`src/hw/rtl/epsg_pkg.sv`:
```
// ----------------------------------------------------------------------------
// epsg_pkg
// Widths, constants and shared types of the exp pulse shape generator.
// ----------------------------------------------------------------------------
package epsg_pkg;

  localparam int TIME_BITS      = 32;
  localparam int TIME_FRAC_BITS = 12;
  localparam int AMP_BITS       = 24;
  localparam int EXP_FRAC_BITS  = 16;

  localparam int BASE_BITS    = 24;
  localparam int CFG_BITS     = 32;
  localparam int CFG_IDX_BITS = 8;
  localparam int OUT_BITS     = 32;

  localparam int Q30      = 30;
  localparam int A_BITS   = Q30 + 1;
  localparam int W_BITS   = Q30;
  localparam int CMP_BITS = ((TIME_BITS > CFG_BITS) ? TIME_BITS : CFG_BITS) + 1;

  localparam int PROD_BITS = TIME_BITS + CFG_BITS;
  localparam int X_SHIFT   = 32 + TIME_FRAC_BITS - EXP_FRAC_BITS;
  localparam int X_BITS    = 5 + EXP_FRAC_BITS;
  localparam int FLUSH_LSB = 37 + TIME_FRAC_BITS;
  localparam int Y_BITS    = X_BITS + 1;
  localparam int K_BITS    = Y_BITS - EXP_FRAC_BITS;
  localparam int SH_BITS   = K_BITS + 1;
  localparam int SH_MAX    = 40;
  localparam int RND_BITS  = SH_MAX + 2;
  localparam int E_BITS    = EXP_FRAC_BITS + 1;
  localparam int MIX_BITS  = AMP_BITS + E_BITS + 1;
  localparam int SUM_BITS  =
    ((MIX_BITS > BASE_BITS + EXP_FRAC_BITS) ? MIX_BITS : BASE_BITS + EXP_FRAC_BITS) + 1;
  localparam int RES_BITS  = SUM_BITS - EXP_FRAC_BITS;
  localparam int SAT_BITS  = (RES_BITS > OUT_BITS + 1) ? RES_BITS : OUT_BITS + 1;

  localparam int HORNER_ORDER = 8;
  localparam int RCP_SHIFT    = 33;
  localparam int RCP_BITS     = RCP_SHIFT + 1;

  localparam logic [30:0]       LOG2E_Q30 = 31'd1549082005;
  localparam logic [29:0]       LN2_Q30   = 30'd744261118;
  localparam logic [A_BITS-1:0] ONE_Q30   = {1'b1, {Q30{1'b0}}};
  localparam logic [E_BITS-1:0] ONE_E     = {1'b1, {EXP_FRAC_BITS{1'b0}}};

  // ceil(2^33 / j), exact floor division for 30-bit dividends
  localparam logic [RCP_BITS-1:0] RCP_BY_DIV [1:HORNER_ORDER] = '{
    34'd8589934592, 34'd4294967296, 34'd2863311531, 34'd2147483648,
    34'd1717986919, 34'd1431655766, 34'd1227133514, 34'd1073741824
  };

  typedef enum logic [CFG_IDX_BITS-1:0] {
    REG_BASELINE = 8'd0,
    REG_INV_RISE = 8'd1,
    REG_INV_FALL = 8'd2,
    REG_RISE_LEN = 8'd3
  } cfg_reg_t;

  typedef struct packed {
    logic signed [BASE_BITS-1:0] baseline;
    logic [CFG_BITS-1:0]         inv_rise;
    logic [CFG_BITS-1:0]         inv_fall;
    logic [CFG_BITS-1:0]         rise_len;
  } cfg_t;

  typedef struct packed {
    logic                       pre_start;
    logic                       rise;
    logic                       flush;
    logic signed [AMP_BITS-1:0] amp;
  } side_t;

  typedef struct packed {
    side_t                side;
    logic [PROD_BITS-1:0] p;
  } front_t;

  typedef struct packed {
    side_t             side;
    logic [K_BITS-1:0] k;
    logic [A_BITS-1:0] a;
  } horn_t;

endpackage

```
`src/hw/rtl/epsg_front.sv`:
```
// ----------------------------------------------------------------------------
// epsg_front
// Segment selection and exponent argument product, three stages.
// ----------------------------------------------------------------------------
module epsg_front (
  input  logic                                 clk,
  input  logic                                 rst_n,
  input  logic                                 en,
  input  logic                                 in_valid,
  input  logic [epsg_pkg::TIME_BITS-1:0]       sample_time,
  input  logic signed [epsg_pkg::AMP_BITS-1:0] pulse_amplitude,
  input  logic [epsg_pkg::TIME_BITS-1:0]       pulse_start,
  input  epsg_pkg::cfg_t                       cfg,
  output logic                                 out_valid,
  output epsg_pkg::front_t                     out_data
);

  localparam int TB = epsg_pkg::TIME_BITS;
  localparam int CB = epsg_pkg::CMP_BITS;

  logic [2:0] v_r;

  logic [TB:0]                  diff0;
  logic [TB-1:0]                dt_r;
  epsg_pkg::side_t              side0_nxt, side0_r;

  logic [CB-1:0]                diff1;
  logic [TB-1:0]                d_nxt, d_r;
  logic [epsg_pkg::CFG_BITS-1:0] inv_nxt, inv_r;
  epsg_pkg::side_t              side1_nxt, side1_r;

  epsg_pkg::front_t             fr_nxt, fr_r;

  always_comb begin
    diff0               = {1'b0, sample_time} - {1'b0, pulse_start};
    side0_nxt.pre_start = diff0[TB];
    side0_nxt.rise      = 1'b0;
    side0_nxt.flush     = 1'b0;
    side0_nxt.amp       = pulse_amplitude;
  end

  always_comb begin
    diff1          = CB'(dt_r) - CB'(cfg.rise_len);
    side1_nxt      = side0_r;
    side1_nxt.rise = diff1[CB-1];
    d_nxt          = diff1[CB-1] ? dt_r : diff1[TB-1:0];
    inv_nxt        = diff1[CB-1] ? cfg.inv_rise : cfg.inv_fall;
  end

  always_comb begin
    fr_nxt.side = side1_r;
    fr_nxt.p    = epsg_pkg::PROD_BITS'(d_r) * epsg_pkg::PROD_BITS'(inv_r);
  end

  always_ff @(posedge clk) begin
    if (!rst_n) begin
      v_r <= '0;
    end else if (en) begin
      v_r <= {v_r[1:0], in_valid};
    end
  end

  always_ff @(posedge clk) begin
    if (en) begin
      dt_r    <= diff0[TB-1:0];
      side0_r <= side0_nxt;
      d_r     <= d_nxt;
      inv_r   <= inv_nxt;
      side1_r <= side1_nxt;
      fr_r    <= fr_nxt;
    end
  end

  assign out_valid = v_r[2];
  assign out_data  = fr_r;

endmodule

```
`config.mk`:
```
export PLATFORM = sky130hd
export DESIGN_NAME = epsg_front
export DESIGN_NICKNAME = d
export VERILOG_FILES = /design/src/hw/rtl/epsg_pkg.sv /design/src/hw/rtl/epsg_front.sv
export SDC_FILE = /design/constraint.sdc
export NUM_CORES = 2
export LEC_CHECK = 0
export ABC_AREA = 1
export BUFFER_PORTS_ARGS = -buffer_cell sky130_fd_sc_hd__buf_2
export CAP_MARGIN = 10
export CORE_UTILIZATION = 69
export DETAILED_ROUTE_END_ITERATION = 12
export MAX_ROUTING_LAYER = met4
export PLACE_DENSITY = 0.95
export SYNTH_ARGS = -nofsm -noshare
export SYNTH_HDL_FRONTEND = slang
export SYNTH_SLANG_ARGS = --single-unit
```
`constraint.sdc`:
```
create_clock -name clk -period 20.2 [get_ports clk]
set_input_delay 1.01 -clock clk [delete_from_list [all_inputs] [get_ports clk]]
set_output_delay 1.01 -clock clk [all_outputs]
set_load 0.1 [all_outputs]
```
# [After elaboration in Yosys (flattened, before gate mapping)]
# Index checks and enable logic that the tools add are counted.
# W data, S select, Z words.
[op_classes] add_sub_neg=2 mul=1 muxes=2
[op_table] cell="$sub A32 B32 Y33" count=2
[op_table] cell="$mul A32 B32 Y64" count=1
[op_table] cell="$mux W32" count=2
[totals] regBits=240 inputBits=212 output_inout_bits=92 elab_cells=18

# [Longest topological paths before layout]
[logic_depth] depth_word=2 depth_mapped=32 mapped_depth_nobuf=31

# [Worst setup path after synthesis]
# Ideal clock, no wire load.
[synth_path] path_kind="register -> register" startpoint="register d_r[25]" endpoint="register fr_r (netlist bit out_data[48]) (data pin)" setup_time_ns=0.253 arrival_time_ns=6.102 t_required_ns=19.947 path_slack_ns=13.845 stages_incl_launch_ff=26 n_path_buf=1 period_less_slack_ns=6.355 path_cell_list="edfxtp_1 -> clkbuf_1 -> nand2_1 -> fa_1 -> inv_1 -> fa_1 -> inv_1 -> fa_1 -> inv_1 -> fa_1 -> fa_1 -> fa_1 -> fa_1 -> inv_1 -> fa_1 -> inv_1 -> ha_1 -> nand2_1 -> nor2_1 -> inv_1 -> nor2_1 -> nand2_1 -> nor3_1 -> nand2_1 -> nand4_1 -> nand2_1"
[synth_rtl] element="start, declared" line_no="epsg_front.sv:28" rtl="logic [TB-1:0] d_nxt, d_r;"
[synth_rtl] element="start signal, assigned" line_no="epsg_front.sv:67" rtl="d_r <= d_nxt;"
[synth_rtl] element="end signal, assigned" line_no="epsg_front.sv:70" rtl="fr_r <= fr_nxt;"
[synth_rtl] element="end, declared" line_no="epsg_front.sv:32" rtl="epsg_pkg::front_t fr_nxt, fr_r;"

==> impl_metrics.py <==
metrics = {
    "yosys": {
        "yosysWarningCount": 0,
        "synth_edf_count": 237,
        "synthArstFlopShare": 0,
        "synth_cells": 6341,
        "synth_seq_cells": 240,
        "syn-num-nets": 7778,
        "synth.distinct_cells": 35,
        "synth-main-ff-cell": "edfxtp_1",
        "syn_area_per_cell_sq_um": 7.66,
        "synth_area_sq_um": 48600,
        "yosysSeqAreaShare": 0.148,
    },
    "setup_path": {
        "path_max_fanout": 26,
        "critPathKind": "reg -> reg",
        "crit_required_ns": 20.58,
        "end_kind": "register",
        "worst_setup_path_start_kind": "register",
        "arrival_ns": 8.46,
    },
    "floorplanning": {
        "io_pins": 304,
        "die_h_microns": 267,
        "core_sq_um": 69100,
        "rows": 96,
        "start_util": 0.703,
        "dieArea_sq_um": 71400,
        "die_w_microns": 267,
    },
    "job": {
        "drv_cap": 0,
    },
    "global_route": {
        "grt_first_pass_wirelength_mm": 236,
        "grt_max_degree": 102,
        "use_met1": 0.477,
        "use_met3": 0.135,
        "antenna_found_initial": 3,
        "grt_util_met2": 0.722,
        "grt_pass1_vias": 46200,
        "track_usage": 0.449,
        "grt.busiest_layer": "met2",
        "overflow": 0,
    },
    "placed_design": {
        "post_dp_cell_area_sq_um": 50800,
        "place_congestion": 1.03,
        "hpwlAfterDp_mm": 115,
        "port_buffers": 278,
    },
    "route": {
        "ant_nets": 0,
        "firstDrtPassIters": 12,
        "vias": 42100,
        "routed_wl_mm": 149,
        "viasPerCell": 5.64,
        "avgRoutedWirePerCell_microns": 20.0,
        "drt_iter0_drc": 4298,
        "drc": 0,
    },
    "sta": {
        "finalCriticalPeriod_ns": 8.08,
        "tightest_slew_ns": 1.02,
        "slew_headroom": 0.319,
        "rsz0062_at_grt": "no",
        "fin_setup_tns_ns": 0,
        "setup_viol": 0,
        "period_share": 0.400,
        "slew_violations": 0,
        "hold_viol": 0,
        "fmax_mhz": 124,
        "hold_slack_ns": 0.415,
        "finalClockSkew_ns": 0.0328,
    },
    "finish": {
        "syn_to_final_growth_pct": 6.69,
        "mostFrequentLayoutCell": "nand2_1",
        "layout-drive-gt1-share": 0.0620,
        "final_cell_mix": "2070 x nand2_1, 1979 x inv_1, 898 x fa_1, 327 x ha_1, 277 x buf_2",
        "fillers": 4667,
        "fin_nets": 7947,
        "final_util": 0.750,
        "stdcell_area_sq_um": 51800,
    },
    "cts": {
        "clk_pin_slew_ns": 0.08,
        "clockBufferDepth": 3,
        "post_cts_resized": 0,
        "clock-sinks": 240,
        "htreeDepth": 1,
        "numCtsBuffers": 28,
        "holdBufCountCts": 0,
        "clk_latency_ns": 0.65,
        "cts_setup_buffers": 0,
        "cts_tree": "done",
        "root_buffer": "clkbuf_16",
    },
    "worst_hold_path": {
        "min_path_type": "reg -> reg",
    },
    "status": {
        "outcome": "completed",
    },
}
==> stage by stage <==
step | setup WS [ns] | cells
floorplan | 13.85 | 6341
global placement | 12.64 | 7411
detailed placement | 12.48 | 7411
CTS | 12.41 | 7463
global route | 12.07 | 7465
finish | 12.12 | 7465
==> worst paths after layout <==
kind	startpoint	to	slack, ns	cells after the start
setup reg to reg	d_r[8]	out_data[61]	12.12	23
hold / removal	fr_nxt[85]	out_data[85]	0.42	0
setup / recovery	d_r[8]	out_data[61]	12.12	23
hold reg to reg	fr_nxt[85]	out_data[85]	0.42	0
==> kinds of logic after synthesis <==
family                   Yosys count  synth area share
AND/OR/NAND/NOR                 2452             0.196
adder cells (fa/ha/maj)         1225             0.455
other                              1         0.0000772
buffers and inverters           2188             0.170
XOR/XNOR                          70            0.0126
AO/OA/AOI/OAI                    165            0.0185
flip-flops                       240             0.148
==> sequential cells by signal, summed over array words and instances, names as in the netlist <==
name,flops
inv_r,32
d_r,32
dt_r,32
fr_nxt,26
out_data,90
side0_r,25
v_r,3
==> area by class of cell <==
class                           count  area (sq um)  share of cell area
Antenna cell                        2          5.00           0.0000966
Clock buffer                       29           704              0.0136
Clock inverter                     23           294             0.00568
Inverter                         1982          7440               0.144
Multi-Input combinational cell   3913         33100               0.639
Sequential cell                   240          7180               0.139
Tap cell                          931          1160              0.0225
Timing Repair Buffer              345          1900              0.0368
==> cells in the mapped netlist, types with 6 or more instances <==
library cell / number / share of area
nand3_1: 121 / 0.012
nand4_1: 22 / 0.0028
o21ai_0: 32 / 0.0033
xor2_1: 64 / 0.012
nand2_1: 2070 / 0.16
a21oi_1: 107 / 0.011
edfxtp_1: 237 / 0.15
nor3_1: 25 / 0.0026
buf_2: 8 / 0.00082
inv_1: 1979 / 0.15
o21a_1: 6 / 0.00093
nor2_1: 190 / 0.015
ha_1: 327 / 0.084
nand3b_1: 8 / 0.0012
xnor2_1: 6 / 0.0011
fa_1: 898 / 0.37
clkbuf_1: 192 / 0.015
o21bai_1: 16 / 0.0025
==> worst max-delay path, stage by stage (launching register included) <==
cell and delay [ns]:
edfxtp_1 0.73, buf_4 0.54, nand2_1 0.18, fa_1 0.59
inv_1 0.06, fa_1 0.49, fa_1 0.59, fa_1 0.45
fa_1 0.55, fa_1 0.46, fa_1 0.59, inv_1 0.08
fa_1 0.54, inv_1 0.06, ha_1 0.40, nand2_1 0.13
nor2_1 0.15, inv_1 0.08, nor3_1 0.43, nand2_1 0.24
nor2_1 0.14, nand2_1 0.12, nand3_1 0.13, nand2_1 0.07
==> layer usage <==
layer	part of all wire	vias up
met5	0	-
met4	0.084	0
met3	0.13	1146
met2	0.47	3151
met1	0.32	19600
li1	-	18200
Power is not shown: default switching activity piles up to over one toggle a cycle in this logic, so the estimate is an artifact.
