--- src/hw/rtl/epsg_pkg.sv ---
// ----------------------------------------------------------------------------
// epsg_pkg
// Widths, constants and shared types of the exp pulse shape generator.
// ----------------------------------------------------------------------------
package epsg_pkg;

  localparam int TIME_BITS      = 32;
  localparam int TIME_FRAC_BITS = 12;
  localparam int AMP_BITS       = 24;
  localparam int EXP_FRAC_BITS  = 16;

  localparam int BASE_BITS    = 24;
  localparam int CFG_BITS     = 32;
  localparam int CFG_IDX_BITS = 8;
  localparam int OUT_BITS     = 32;

  localparam int Q30      = 30;
  localparam int A_BITS   = Q30 + 1;
  localparam int W_BITS   = Q30;
  localparam int CMP_BITS = ((TIME_BITS > CFG_BITS) ? TIME_BITS : CFG_BITS) + 1;

  localparam int PROD_BITS = TIME_BITS + CFG_BITS;
  localparam int X_SHIFT   = 32 + TIME_FRAC_BITS - EXP_FRAC_BITS;
  localparam int X_BITS    = 5 + EXP_FRAC_BITS;
  localparam int FLUSH_LSB = 37 + TIME_FRAC_BITS;
  localparam int Y_BITS    = X_BITS + 1;
  localparam int K_BITS    = Y_BITS - EXP_FRAC_BITS;
  localparam int SH_BITS   = K_BITS + 1;
  localparam int SH_MAX    = 40;
  localparam int RND_BITS  = SH_MAX + 2;
  localparam int E_BITS    = EXP_FRAC_BITS + 1;
  localparam int MIX_BITS  = AMP_BITS + E_BITS + 1;
  localparam int SUM_BITS  =
    ((MIX_BITS > BASE_BITS + EXP_FRAC_BITS) ? MIX_BITS : BASE_BITS + EXP_FRAC_BITS) + 1;
  localparam int RES_BITS  = SUM_BITS - EXP_FRAC_BITS;
  localparam int SAT_BITS  = (RES_BITS > OUT_BITS + 1) ? RES_BITS : OUT_BITS + 1;

  localparam int HORNER_ORDER = 8;
  localparam int RCP_SHIFT    = 33;
  localparam int RCP_BITS     = RCP_SHIFT + 1;

  localparam logic [30:0]       LOG2E_Q30 = 31'd1549082005;
  localparam logic [29:0]       LN2_Q30   = 30'd744261118;
  localparam logic [A_BITS-1:0] ONE_Q30   = {1'b1, {Q30{1'b0}}};
  localparam logic [E_BITS-1:0] ONE_E     = {1'b1, {EXP_FRAC_BITS{1'b0}}};

  // ceil(2^33 / j), exact floor division for 30-bit dividends
  localparam logic [RCP_BITS-1:0] RCP_BY_DIV [1:HORNER_ORDER] = '{
    34'd8589934592, 34'd4294967296, 34'd2863311531, 34'd2147483648,
    34'd1717986919, 34'd1431655766, 34'd1227133514, 34'd1073741824
  };

  typedef enum logic [CFG_IDX_BITS-1:0] {
    REG_BASELINE = 8'd0,
    REG_INV_RISE = 8'd1,
    REG_INV_FALL = 8'd2,
    REG_RISE_LEN = 8'd3
  } cfg_reg_t;

  typedef struct packed {
    logic signed [BASE_BITS-1:0] baseline;
    logic [CFG_BITS-1:0]         inv_rise;
    logic [CFG_BITS-1:0]         inv_fall;
    logic [CFG_BITS-1:0]         rise_len;
  } cfg_t;

  typedef struct packed {
    logic                       pre_start;
    logic                       rise;
    logic                       flush;
    logic signed [AMP_BITS-1:0] amp;
  } side_t;

  typedef struct packed {
    side_t                side;
    logic [PROD_BITS-1:0] p;
  } front_t;

  typedef struct packed {
    side_t             side;
    logic [K_BITS-1:0] k;
    logic [A_BITS-1:0] a;
  } horn_t;

endpackage

--- src/hw/rtl/epsg_back.sv ---
// ----------------------------------------------------------------------------
// epsg_back
// Exponent scaling, amplitude mix, rounding, saturation and output skid.
// ----------------------------------------------------------------------------
module epsg_back (
  input  logic                                  clk,
  input  logic                                  rst_n,
  output logic                                  en,
  input  logic                                  in_valid,
  input  epsg_pkg::horn_t                       in_data,
  input  logic signed [epsg_pkg::BASE_BITS-1:0] baseline,
  output logic                                  out_valid,
  input  logic                                  out_stall,
  output logic signed [epsg_pkg::OUT_BITS-1:0]  sample_value
);

  localparam int EF  = epsg_pkg::EXP_FRAC_BITS;
  localparam int SB  = epsg_pkg::SUM_BITS;
  localparam int STB = epsg_pkg::SAT_BITS;
  localparam logic signed [STB-1:0] SAT_HI =
    STB'({1'b0, {(epsg_pkg::OUT_BITS-1){1'b1}}});
  localparam logic signed [STB-1:0] SAT_LO = ~SAT_HI;

  logic [1:0] bv_r;

  logic [epsg_pkg::SH_BITS-1:0]  sh;
  logic [epsg_pkg::RND_BITS-1:0] rnd;
  logic [epsg_pkg::E_BITS-1:0]   e;
  logic [epsg_pkg::E_BITS-1:0]   g_nxt, g_r;
  epsg_pkg::side_t               side0_r, side1_r;

  logic signed [epsg_pkg::MIX_BITS-1:0] mix_nxt, mix_r;

  logic signed [SB-1:0]                 base_s;
  logic signed [SB-1:0]                 sum;
  logic signed [epsg_pkg::RES_BITS-1:0] res;
  logic signed [STB-1:0]                res_x;
  logic signed [epsg_pkg::OUT_BITS-1:0] value_nxt;

  logic                                 arrive;
  logic                                 out_v_nxt, out_v_r, sk_v_nxt, sk_v_r;
  logic signed [epsg_pkg::OUT_BITS-1:0] out_d_nxt, out_d_r, sk_d_nxt, sk_d_r;

  always_comb begin
    sh  = epsg_pkg::SH_BITS'(epsg_pkg::Q30 - EF) + epsg_pkg::SH_BITS'(in_data.k);
    rnd = epsg_pkg::RND_BITS'(in_data.a)
        + (epsg_pkg::RND_BITS'(1) << (sh - epsg_pkg::SH_BITS'(1)));
    if (in_data.side.flush || (sh > epsg_pkg::SH_BITS'(epsg_pkg::SH_MAX))) begin
      e = '0;
    end else begin
      e = epsg_pkg::E_BITS'(rnd >> sh);
    end
    g_nxt = in_data.side.rise ? (epsg_pkg::ONE_E - e) : e;
  end

  always_comb begin
    mix_nxt = epsg_pkg::MIX_BITS'(side0_r.amp)
            * epsg_pkg::MIX_BITS'(signed'({1'b0, g_r}));
  end

  always_comb begin
    base_s = SB'(baseline);
    sum    = (base_s <<< EF) + SB'(mix_r) + (SB'(1) << (EF - 1));
    res    = sum[SB-1:EF];
    res_x  = STB'(res);
    priority if (side1_r.pre_start) begin
      value_nxt = '0;
    end else if (res_x > SAT_HI) begin
      value_nxt = SAT_HI[epsg_pkg::OUT_BITS-1:0];
    end else if (res_x < SAT_LO) begin
      value_nxt = SAT_LO[epsg_pkg::OUT_BITS-1:0];
    end else begin
      value_nxt = res_x[epsg_pkg::OUT_BITS-1:0];
    end
  end

  assign en     = !sk_v_r;
  assign arrive = en && bv_r[1];

  // output register with a one-entry skid behind it
  always_comb begin
    out_v_nxt = out_v_r;
    out_d_nxt = out_d_r;
    sk_v_nxt  = sk_v_r;
    sk_d_nxt  = sk_d_r;
    if (!out_v_r || !out_stall) begin
      if (sk_v_r) begin
        out_v_nxt = 1'b1;
        out_d_nxt = sk_d_r;
        sk_v_nxt  = 1'b0;
      end else begin
        out_v_nxt = arrive;
        out_d_nxt = value_nxt;
      end
    end else if (arrive) begin
      sk_v_nxt = 1'b1;
      sk_d_nxt = value_nxt;
    end
  end

  always_ff @(posedge clk) begin
    if (!rst_n) begin
      bv_r    <= '0;
      out_v_r <= 1'b0;
      sk_v_r  <= 1'b0;
    end else begin
      if (en) begin
        bv_r <= {bv_r[0], in_valid};
      end
      out_v_r <= out_v_nxt;
      sk_v_r  <= sk_v_nxt;
    end
  end

  always_ff @(posedge clk) begin
    if (en) begin
      g_r     <= g_nxt;
      side0_r <= in_data.side;
      mix_r   <= mix_nxt;
      side1_r <= side0_r;
    end
    out_d_r <= out_d_nxt;
    sk_d_r  <= sk_d_nxt;
  end

  assign out_valid    = out_v_r;
  assign sample_value = out_d_r;

endmodule

--- config.mk ---
export PLATFORM = sky130hd
export DESIGN_NAME = epsg_back
export DESIGN_NICKNAME = d
export VERILOG_FILES = /design/src/hw/rtl/epsg_pkg.sv /design/src/hw/rtl/epsg_back.sv
export SDC_FILE = /design/constraint.sdc
export NUM_CORES = 1
export LEC_CHECK = 0
export BUFFER_PORTS_ARGS = -buffer_cell sky130_fd_sc_hd__clkbuf_2
export CAP_MARGIN = 30
export CORE_ASPECT_RATIO = 0.7
export CORE_MARGIN = 1.5
export CORE_UTILIZATION = 55
export DETAILED_ROUTE_END_ITERATION = 8
export GPL_ROUTABILITY_DRIVEN = 0
export PLACE_DENSITY = 0.8
export SETUP_SLACK_MARGIN = 0.1
export SLEW_MARGIN = 25
export SYNTH_ARGS = -nofsm -noshare
export SYNTH_HDL_FRONTEND = slang
export SYNTH_SLANG_ARGS = --single-unit
export TNS_END_PERCENT = 50
--- constraint.sdc ---
create_clock -name clk -period 7.6 [get_ports clk]
set_input_delay 0.76 -clock clk [delete_from_list [all_inputs] [get_ports clk]]
set_output_delay 0.76 -clock clk [all_outputs]
set_load 0.005 [all_outputs]
======== Word-level counts from Yosys, hierarchy flattened ========
Index checks and enable logic that the tools add are counted.
operators by class
  bitwise logic cells ..................... 2
  reductions and logical operators ........ 8
  eq/ne operators ......................... 0
  $lt $le $gt $ge ......................... 3
  divide/modulo/power cells ............... 0
  mux-type cells .......................... 7
  shifts and indexed selects .............. 2
  multipliers ............................. 1
  add/subtract/negate cells ............... 6
operator list
  cell                      number
  $mux W32                  4
  $add A40 B42 Y43          1
  $add A43 B17 Y43 const B  1
  $add A31 B42 Y42          1
  $mul A24 B18 Y42          1
  $shl A1 B7 Y42 const A    1
  $shr A42 B7 Y17           1
  $mux W17                  2
  $gt A27 B32 Y1 const B    1
  $lt A27 B32 Y1 const B    1
  $sub A17 B17 Y17 const A  1
  $add A4 B6 Y7 const A     1
  $gt A7 B6 Y1 const B      1
  $sub A7 B1 Y7 const B     1
  $logic_not A1 Y1          3
  $logic_or A1 B1 Y1        2
  $not A1 Y1                2
  $reduce_and A2 Y1         1
  $reduce_or A2 Y1          1
  $logic_and A1 B1 Y1       1
  $mux W1                   1
storage, ports and cells
  memory bits (read-only) ................. 0
  output and inout port bits .............. 34
  latch bits .............................. 0
  word-level logic and storage cells ...... 39
  memories ................................ 0
  bits of input ports ..................... 92
  bits in registers ....................... 153
  RAM bits ................................ 0

======== Longest topological paths before layout ========
Gate-level depths: netlist (run 1).
  depth in word-level cells ............... 8
  depth in mapped cells ................... 29
  gate-level depth less buffers ........... 27

======== Least setup slack after synthesis (run 1) ========
Ideal clock, no wire load.
  path type ............................... input -> register
  start ................................... input in_data[32] (netlist bit)
  end ..................................... register g_r[16] (netlist bit), data pin
  path slack .............................. 0.912 ns
  cell stages on the path ................. 25
  data arrival time ....................... 6.424 ns
  library setup time ...................... 0.264 ns
  required time ........................... 7.336 ns
  path buffers ............................ 2
  path through ............................ clkbuf_1 -> clkinv_1 -> clkbuf_1 -> ha_1 -> xnor2_1 -> nand2_1 -> xnor3_1 -> nand2_1 -> o22ai_1 -> nand2_1 -> nor3_1 -> ha_1 -> a211oi_2 -> o21ai_1 -> a211oi_2 -> a211oi_1 -> nor3_1 -> nor2_1 -> mux2_2 -> mux2_2 -> a221o_1 -> or4b_4 -> nand3b_4 -> nor4_1 -> xnor2_1
on the way
  longest elaborated chain between the ends .. 8
  elaborated cells on any way between the ends .. 10
  those cells by class .................... 4 x add/sub; 1 x order compare; 2 x shift; 2 x mux; 1 x reduce/logical
ends and longest elaborated chain
  element               line              source
  from (decl)           epsg_back.sv:10   input epsg_pkg::horn_t in_data,
  $add A4 B6 Y7 *       epsg_back.sv:45   sh = epsg_pkg::SH_BITS'(epsg_pkg::Q30 - EF) + epsg_pkg::SH_BITS'(in_data.k);
  $sub A7 B1 Y7         epsg_back.sv:47   + (epsg_pkg::RND_BITS'(1) << (sh - epsg_pkg::SH_BITS'(1)));
  $shl A1 B7 Y42        epsg_back.sv:47
  $add A31 B42 Y42      epsg_back.sv:47
  $shr A42 B7 Y17       epsg_back.sv:51   e = epsg_pkg::E_BITS'(rnd >> sh);
  $mux W17 *            epsg_back.sv:48   if (in_data.side.flush || (sh > epsg_pkg::SH_BITS'(epsg_pkg::SH_MAX))) begin
  $sub A17 B17 Y17      epsg_back.sv:53   g_nxt = in_data.side.rise ? (epsg_pkg::ONE_E - e) : e;
  $mux W17 *            epsg_back.sv:53
  via g_nxt, one bit    epsg_back.sv:29   logic [epsg_pkg::E_BITS-1:0] g_nxt, g_r;
  to (signal assigned)  epsg_back.sv:117  g_r <= g_nxt;
  to (decl)             epsg_back.sv:29
The timed path passes the listed nets; every way through them passes the cells marked *.
A chain may end at the register's enable or synchronous reset.

======== Worst setup path in the final report (run 1) ========
  start ................................... register side0_r[11] (netlist bit)
  end ..................................... register mix_r[39] (netlist bit), data pin
on the way
  longest elaborated chain between the ends .. 1
ends and longest elaborated chain
  element                 line              source
  from (decl)             epsg_back.sv:30   epsg_pkg::side_t side0_r, side1_r;
  from (signal assigned)  epsg_back.sv:118  side0_r <= in_data.side;
  $mul A24 B18 Y42        epsg_back.sv:58   * epsg_pkg::MIX_BITS'(signed'({1'b0, g_r}));
  via mix_nxt, one bit    epsg_back.sv:32   logic signed [epsg_pkg::MIX_BITS-1:0] mix_nxt, mix_r;
  to (signal assigned)    epsg_back.sv:119  mix_r <= mix_nxt;
  to (decl)               epsg_back.sv:32
The timed path passes the listed nets, and every way through them passes these cells.

==> run summary, run 1 <==
Largest net degree at the start of global routing: 69
Ys Warns: 0
Antenna-violating nets left: 0
DP HPWL: 47.0 mm
Pwr dens: 417 nW/um^2
Switching share of power: 48.0%
Vias: 18125
# nets final: 3230
Initial Utilization: 56.2%
Top_reg_cell synth: edfxtp_1
Clk slew on worst S/H paths: 0.07 ns
Die Y: 175 um
Slowest-stage cell, CP: edfxtp_1
Worst-margin pin slew: 0.887 ns
H-tree Lvls: 4
Seq pwr share: 14.3%
Worst Path Max Fanout: 8
Post-synth top cells: inv_1 (449), fa_1 (400), nand2_1 (316)
Seq. cell area: 3800 sq um
Share of layout cells above drive strength 1: 10.3%
Top-area cell type share of the netlist area: 34.5%
Total CTS buffers: 17
Worst path max stage delay: 0.56 ns
Internal: 5.45 mW
P_leak: 11.8 nW
Clk buf depth: 2
Hold Path Class: register to register
Gr usage total: 27.2%
IO Pins: 126
Number of fill cells: 3341
# DRC: 1
Rows: 62
Largest area contributor in the netlist: fa_1
Synth area leaders: fa_1 (34%), edfxtp_1 (16%), ha_1 (8.5%)
Worst-case vdd ir drop: 0.289 mV
Netlist cell types: 89
Worst clock skew: 0.0148 ns
Critical path type: register to register
Initial antenna violation count: 0
RSZ-0062 raised after global routing: no
CP startpoint kind: register
# setup viols final: 0
Hold Vio Cnt, Final: 0
Seq cells post-synth: 128
R2r setup slk: 0.36 ns
Hold-fix buffers at CTS: 0
CTS tree: yes
Max Fclk: 138 MHz
Net switching power: 5.04 mW
PortBufs: 124
Clock sinks: 128
Cell family with the largest share of critical-path delay: adder cells
CP required: 7.79 ns
WL per Instance: 18.3 um
Total core area: 41300 sq um
Total wire length: 57.5 mm
Final Max Tran Viols: 0
Synthesized instance count: 2484
Ys async rst share: 0%
Failing checks: DRC
Minimum clock period: 7.24 ns
Clock Power Share: 8.0%
Post-synth EDFFs: 124
Multi-input gate area: 17300 sq um
Status: finished, violations left
CP Capture Type: register
Skew-Pair Late Insertion Delay: 0.45 ns
Logic pwr share: 77.7%
Clock Tree Root: clkbuf_16
Setup TNS: 0 ns
Slew HR: 40.8%
Count of inserted antenna diode cells: 0
Overall Power: 10.5 mW
Cell area after synthesis: 23200 sq um
Critical Path Most Common Cell: fa_1
Die width: 249 um
Vias in the first global route: 18755
Max-Cap Viols: 0
Syn nets: 3134
Worst Path Buf+Inv: 5
Count leader, synth: inv_1
Hold WS: 0.444 ns
Syn avg cell area: 9.35 sq um
Avg Vias per Cell: 5.78
Register area share after synthesis: 16.4%
Period utilization: 95.2%
DRT iter0 DRCs: 1884
Area grow syn2layout: 8.35%
Total grt overflow: 0
Drt pass-1 iters: 8
Full die area: 43500 sq um
Worst Path Arrival: 7.43 ns
First-pass GRT wire length: 94.7 mm
-- timing repair --
item,4_1_cts,5_1_grt
endpoints found under the hold margin,0,0
setup endpoints to repair,0,10
gates resized for setup,0,4
setup buffers,0,6
-- per-stage QoR --
step                      util, %  std cells  setup slack, ns  instance area [sq um]
after CTS                    60.7       3131            0.277                  25100
after detailed placement     59.3       3099            0.252                  24500
after global routing         60.9       3137            0.105                  25200
final                        60.9       3137            0.364                  25200
after floorplan                 -       2484            0.912                  23200
after global placement       59.3       3099            0.454                  24500
-- cell families (layout without fill, tap and decap cells) --
logic type | after synthesis | count (layout) | synth area share, %
and+or+nand+nor | 817 | 817 | 17.3
adders and majority gates | 558 | 558 | 43.0
buffers and inverters | 557 | 666 | 9.13
AOI/OAI and AO/OA | 305 | 305 | 9.29
DFF | 128 | 128 | 16.4
xor gates and xnor gates | 86 | 86 | 3.30
muxes | 32 | 32 | 1.63
other | 1 | 1 | 0.0161
-- metal layers --
layer / global-route usage [%] / wire length, um
met4: 5.32 / 1020
met1: 37.8 / 24400
met3: 6.08 / 5740
met5: 0 / 0
met2: 44.3 / 26300
-- worst register-to-register path, cell delays in order, from the launching register on --
cell	delay, ns
edfxtp_1	0.56
and2_1	0.23
fa_1	0.50
inv_1	0.06
fa_1	0.52
fa_1	0.52
inv_1	0.06
fa_1	0.53
inv_1	0.05
fa_1	0.47
fa_1	0.49
inv_1	0.04
ha_1	0.21
or4_1	0.52
o21ai_0	0.23
a21oi_2	0.12
nand4_1	0.20
a31oi_2	0.15
o21a_1	0.25
o21ai_0	0.23
a21boi_0	0.20
a211oi_2	0.33
buf_4	0.17
o21bai_1	0.09
a21oi_1	0.21
xnor2_1	0.08
-- state kept, by name, summed over array words and instances, names as in the netlist, 2 cells and up --
name	count
sk_d_r	27
bv_r	2
sample_value	27
mix_r	27
side0_r	25
g_r	17
-- power groups by stage --
| stage | clock (mW) | combinational (mW) | sequential [mW] |
|---|---|---|---|
| after floorplan | 0 | 6.23 | 1.46 |
| after global placement | 0 | 7.68 | 1.50 |
| after detailed placement | 0 | 8.08 | 1.51 |
| after CTS | 0.849 | 8.14 | 1.50 |
| after global routing | 0.882 | 9.29 | 1.52 |
| final | 0.836 | 8.15 | 1.50 |
-- worst paths after layout --
kind | endpoint | cells past startpoint | from
worst max-delay path | mix_r[39]$_DFFE_PN_ | 25 | side0_r[11]$_DFFE_PN_
worst min-delay path | side1_r[26]$_DFFE_PN_ | 0 | side0_r[26]$_DFFE_PN_
worst max register to register | mix_r[39]$_DFFE_PN_ | 25 | side0_r[11]$_DFFE_PN_
worst min register to register | side1_r[26]$_DFFE_PN_ | 0 | side0_r[26]$_DFFE_PN_
-- layout by cell type (no fill, tap or decap), types with 45 or more instances in the layout --
cell type	count
a21oi_1	64
and2_1	198
buf_4	58
clkbuf_2	124
edfxtp_1	124
fa_1	400
ha_1	158
inv_1	448
nand2_1	315
nor2_1	117
o21ai_0	45
xnor2_1	56
-- cell type report --
type / count / share of cell area, %
well taps: 544 / 2.70
repair buffers: 183 / 4.27
clock inverters: 15 / 0.646
flip-flops and latches: 128 / 15.1
clock buffers: 17 / 1.69
inverters: 451 / 6.73
multi-input cells: 1799 / 68.8
(Power assumes the default switching activity.)
==> run 2, diff against run 1 <==
- CORE_ASPECT_RATIO: 0.7 -> 1.25
- clock period: 7.6 -> 8.84 ns (I/O delays scaled with it)
==> run 2 against run 1 <==
Compared with the run above:
- largest power group unchanged
- global-route usage is 0.65 points lower
- hold slack worse by 0.017 ns
- utilization is 1.3 points lower
- critical endpoint is now mix_r[41]$_DFFE_PN_
- the run now ends clean
- power is 15% lower
==> run summary, run 2 (synthesis results as in run 1) <==
Status: complete, no violations
Worst-case vdd ir drop: 0.327 mV (+13%)
CP startpoint kind: register
Worst Slack Setup Final: 0.902 ns (+0.538 ns)
H-tree Lvls: 4 (unchanged)
Hold-fix buffers at CTS: 0 (unchanged)
Overall Power: 8.94 mW (-15%)
Clk slew on worst S/H paths: 0.09 ns (+0.02 ns)
Share of layout cells above drive strength 1: 8.81% (-1.5 points)
Max-Cap Viols: 0 (unchanged)
Avg Vias per Cell: 5.78 (about the same)
Worst R2R Start: g_r[3]$_DFFE_PN_
Critical path type: register to register
Internal: 4.65 mW (-15%)
P_leak: 11.6 nW (-1.4%)
Gr usage total: 26.6% (-0.65 points)
Initial antenna violation count: 4 (+4)
Skew-Pair Late Insertion Delay: 0.45 ns (about the same)
CP required: 9.05 ns (+1.26 ns)
Final Max Tran Viols: 0 (unchanged)
PortBufs: 124 (unchanged)
Worst-margin pin slew: 1.01 ns (+0.120 ns)
Worst clock skew: 0.0268 ns (+0.0120 ns)
Total CTS buffers: 17 (unchanged)
Die Y: 233 um (+33%)
DP HPWL: 44.0 mm (-6.4%)
Count of inserted antenna diode cells: 0 (unchanged)
Minimum clock period: 7.94 ns (+0.702 ns)
DRT iter0 DRCs: 1200 (-36%)
Net switching power: 4.29 mW (-15%)
Max Fclk: 126 MHz (-8.8%)
Logic pwr share: 76.4% (-1.3 points)
Worst Path Max Fanout: 24 (+16)
Number of fill cells: 3480 (+4.2%)
R2r setup slk: 0.90 ns (+0.54 ns)
Clock Tree Root: clkbuf_16
# setup viols final: 0 (unchanged)
Antenna-violating nets left: 0 (unchanged)
Die width: 187 um (-25%)
Switching share of power: 47.9% (-0.11 points)
Worst slack, placed: 0.986 ns (+0.734 ns)
Pwr dens: 358 nW/um^2 (-14%)
Most frequent cells in the layout: inv_1 (448), fa_1 (400), nand2_1 (316)
Reg2Reg Depth: 23 (-8.0%)
DP Area: 24300 sq um (-0.89%)
Clock sinks: 128 (unchanged)
Post-CTS setup buffers: 0 (unchanged)
RSZ-0062 raised after global routing: no
Worst Hold Path EP: side1_r[26]$_DFFE_PN_
Total grt overflow: 0 (unchanged)
R2r endpoint: mix_r[41]$_DFFE_PN_
Slew HR: 32.9% (-8.0 points)
Hold Path Depth: 0 (unchanged)
Seq. cell area: 3800 sq um (unchanged)
Vias in the first global route: 19537 (+4.2%)
Vias: 17996 (-0.71%)
Initial Utilization: 55.5% (-0.65 points)
Area grow syn2layout: 7.33%
First-pass GRT wire length: 92.5 mm (-2.3%)
Total core area: 41800 sq um (+1.2%)
Drt pass-1 iters: 8 (unchanged)
Setup TNS: 0 ns (unchanged)
Hold Path Class: register to register
Full die area: 43500 sq um (about the same)
Multi-input gate area: 17300 sq um (-0.10%)
Total wire length: 55.8 mm (-2.8%)
Seq pwr share: 15.1% (+0.8 points)
Commonest non-fill, non-tap cell in the layout: inv_1
Period utilization: 89.8% (-5.4 points)
IO Pins: 126 (unchanged)
Hold Vio Cnt, Final: 0 (unchanged)
# nets final: 3192 (-1.2%)
Largest net degree at the start of global routing: 54 (-22%)
Worst Path Arrival: 8.15 ns (+0.72 ns)
Post-CTS sizing: 0 (unchanged)
WL per Instance: 17.9 um (-2.1%)
Clk buf depth: 2 (unchanged)
Hold Crit Start: side0_r[26]$_DFFE_PN_
CTS tree: yes
# DRC: 0 (-1)
Rows: 84 (+35%)
Post-route cell area: 24900 sq um (-0.93%)
CP Capture Type: register
Clock Power Share: 8.5% (+0.5 points)
run 2: cell types whose count changed in the layout (fill, tap and decap cells not counted), moves of 2 or more:
cell | previous run | this run
buf_4 | 58 | 18
buf_6 | 0 | 2
clkinv_8 | 0 | 2
inv_8 | 6 | 3
run 2: metrics by stage:
step	instances	hold slack (ns)	util, %
after global routing	3114	0.431	59.6
after detailed placement	3080	0.424	58.1
after floorplan	2484	0.400	-
final	3114	0.427	59.6
after global placement	3079	0.420	58.0
after CTS	3112	0.431	59.6
run 2: how the worst max path moves through the flow:
stage,startpoint,to,slack [ns],depth (start not counted)
4_1_cts,g_r[6]$_DFFE_PN_,mix_r[41]$_DFFE_PN_,0.89,23
2_1_floorplan,in_data[32],g_r[16]$_DFFE_PN_,2.03,25
3_5_place_dp,g_r[6]$_DFFE_PN_,mix_r[41]$_DFFE_PN_,0.99,23
6_report,g_r[3]$_DFFE_PN_,mix_r[41]$_DFFE_PN_,0.90,23
5_1_grt,g_r[3]$_DFFE_PN_,mix_r[41]$_DFFE_PN_,0.56,23
3_3_place_gp,g_r[3]$_DFFE_PN_,mix_r[41]$_DFFE_PN_,1.18,24
run 2: area by class of cell:
class	instances	share of cell area (%)
clock inverters	15	0.788
clock buffers	17	1.71
well taps	559	2.80
repair buffers	145	3.23
inverters	451	6.79
multi-input cells	1799	69.4
flip-flops and latches	128	15.3
run 2: critical path, cell delays in order, from the launching register on:
cell and delay [ns]:
edfxtp_1 0.99, nand2_1 0.25, fa_1 0.61, inv_1 0.06, fa_1 0.57, fa_1 0.45
fa_1 0.55, inv_1 0.05, fa_1 0.39, fa_1 0.51, inv_1 0.04, ha_1 0.21
or4_1 0.51, o21ai_0 0.20, a21oi_1 0.10, nand4_1 0.15, a31oi_1 0.19, o21a_1 0.28
o21ai_0 0.26, a21boi_0 0.23, a211oi_1 0.52, o2111ai_1 0.26, a21oi_1 0.22, xnor2_1 0.08
run 2: metal layers:
metal / track usage [%] / vias up / share of wire, %
met3: 4.68 / 234 / 7.0
li1: - / 8057 / -
met4: 14.4 / 6 / 5.2
met1: 29.8 / 8867 / 36
met2: 48.2 / 832 / 52
met5: 0 / - / 0.070
run 2: power by group through the flow:
| stage | clock (mW) | combinational (mW) | sequential, mW |
|---|---|---|---|
| finish | 0.760 | 6.83 | 1.35 |
| CTS | 0.774 | 6.86 | 1.36 |
| floorplan | 0 | 5.36 | 1.25 |
| detailed placement | 0 | 6.81 | 1.37 |
| global route | 0.789 | 7.82 | 1.37 |
| global placement | 0 | 6.44 | 1.36 |
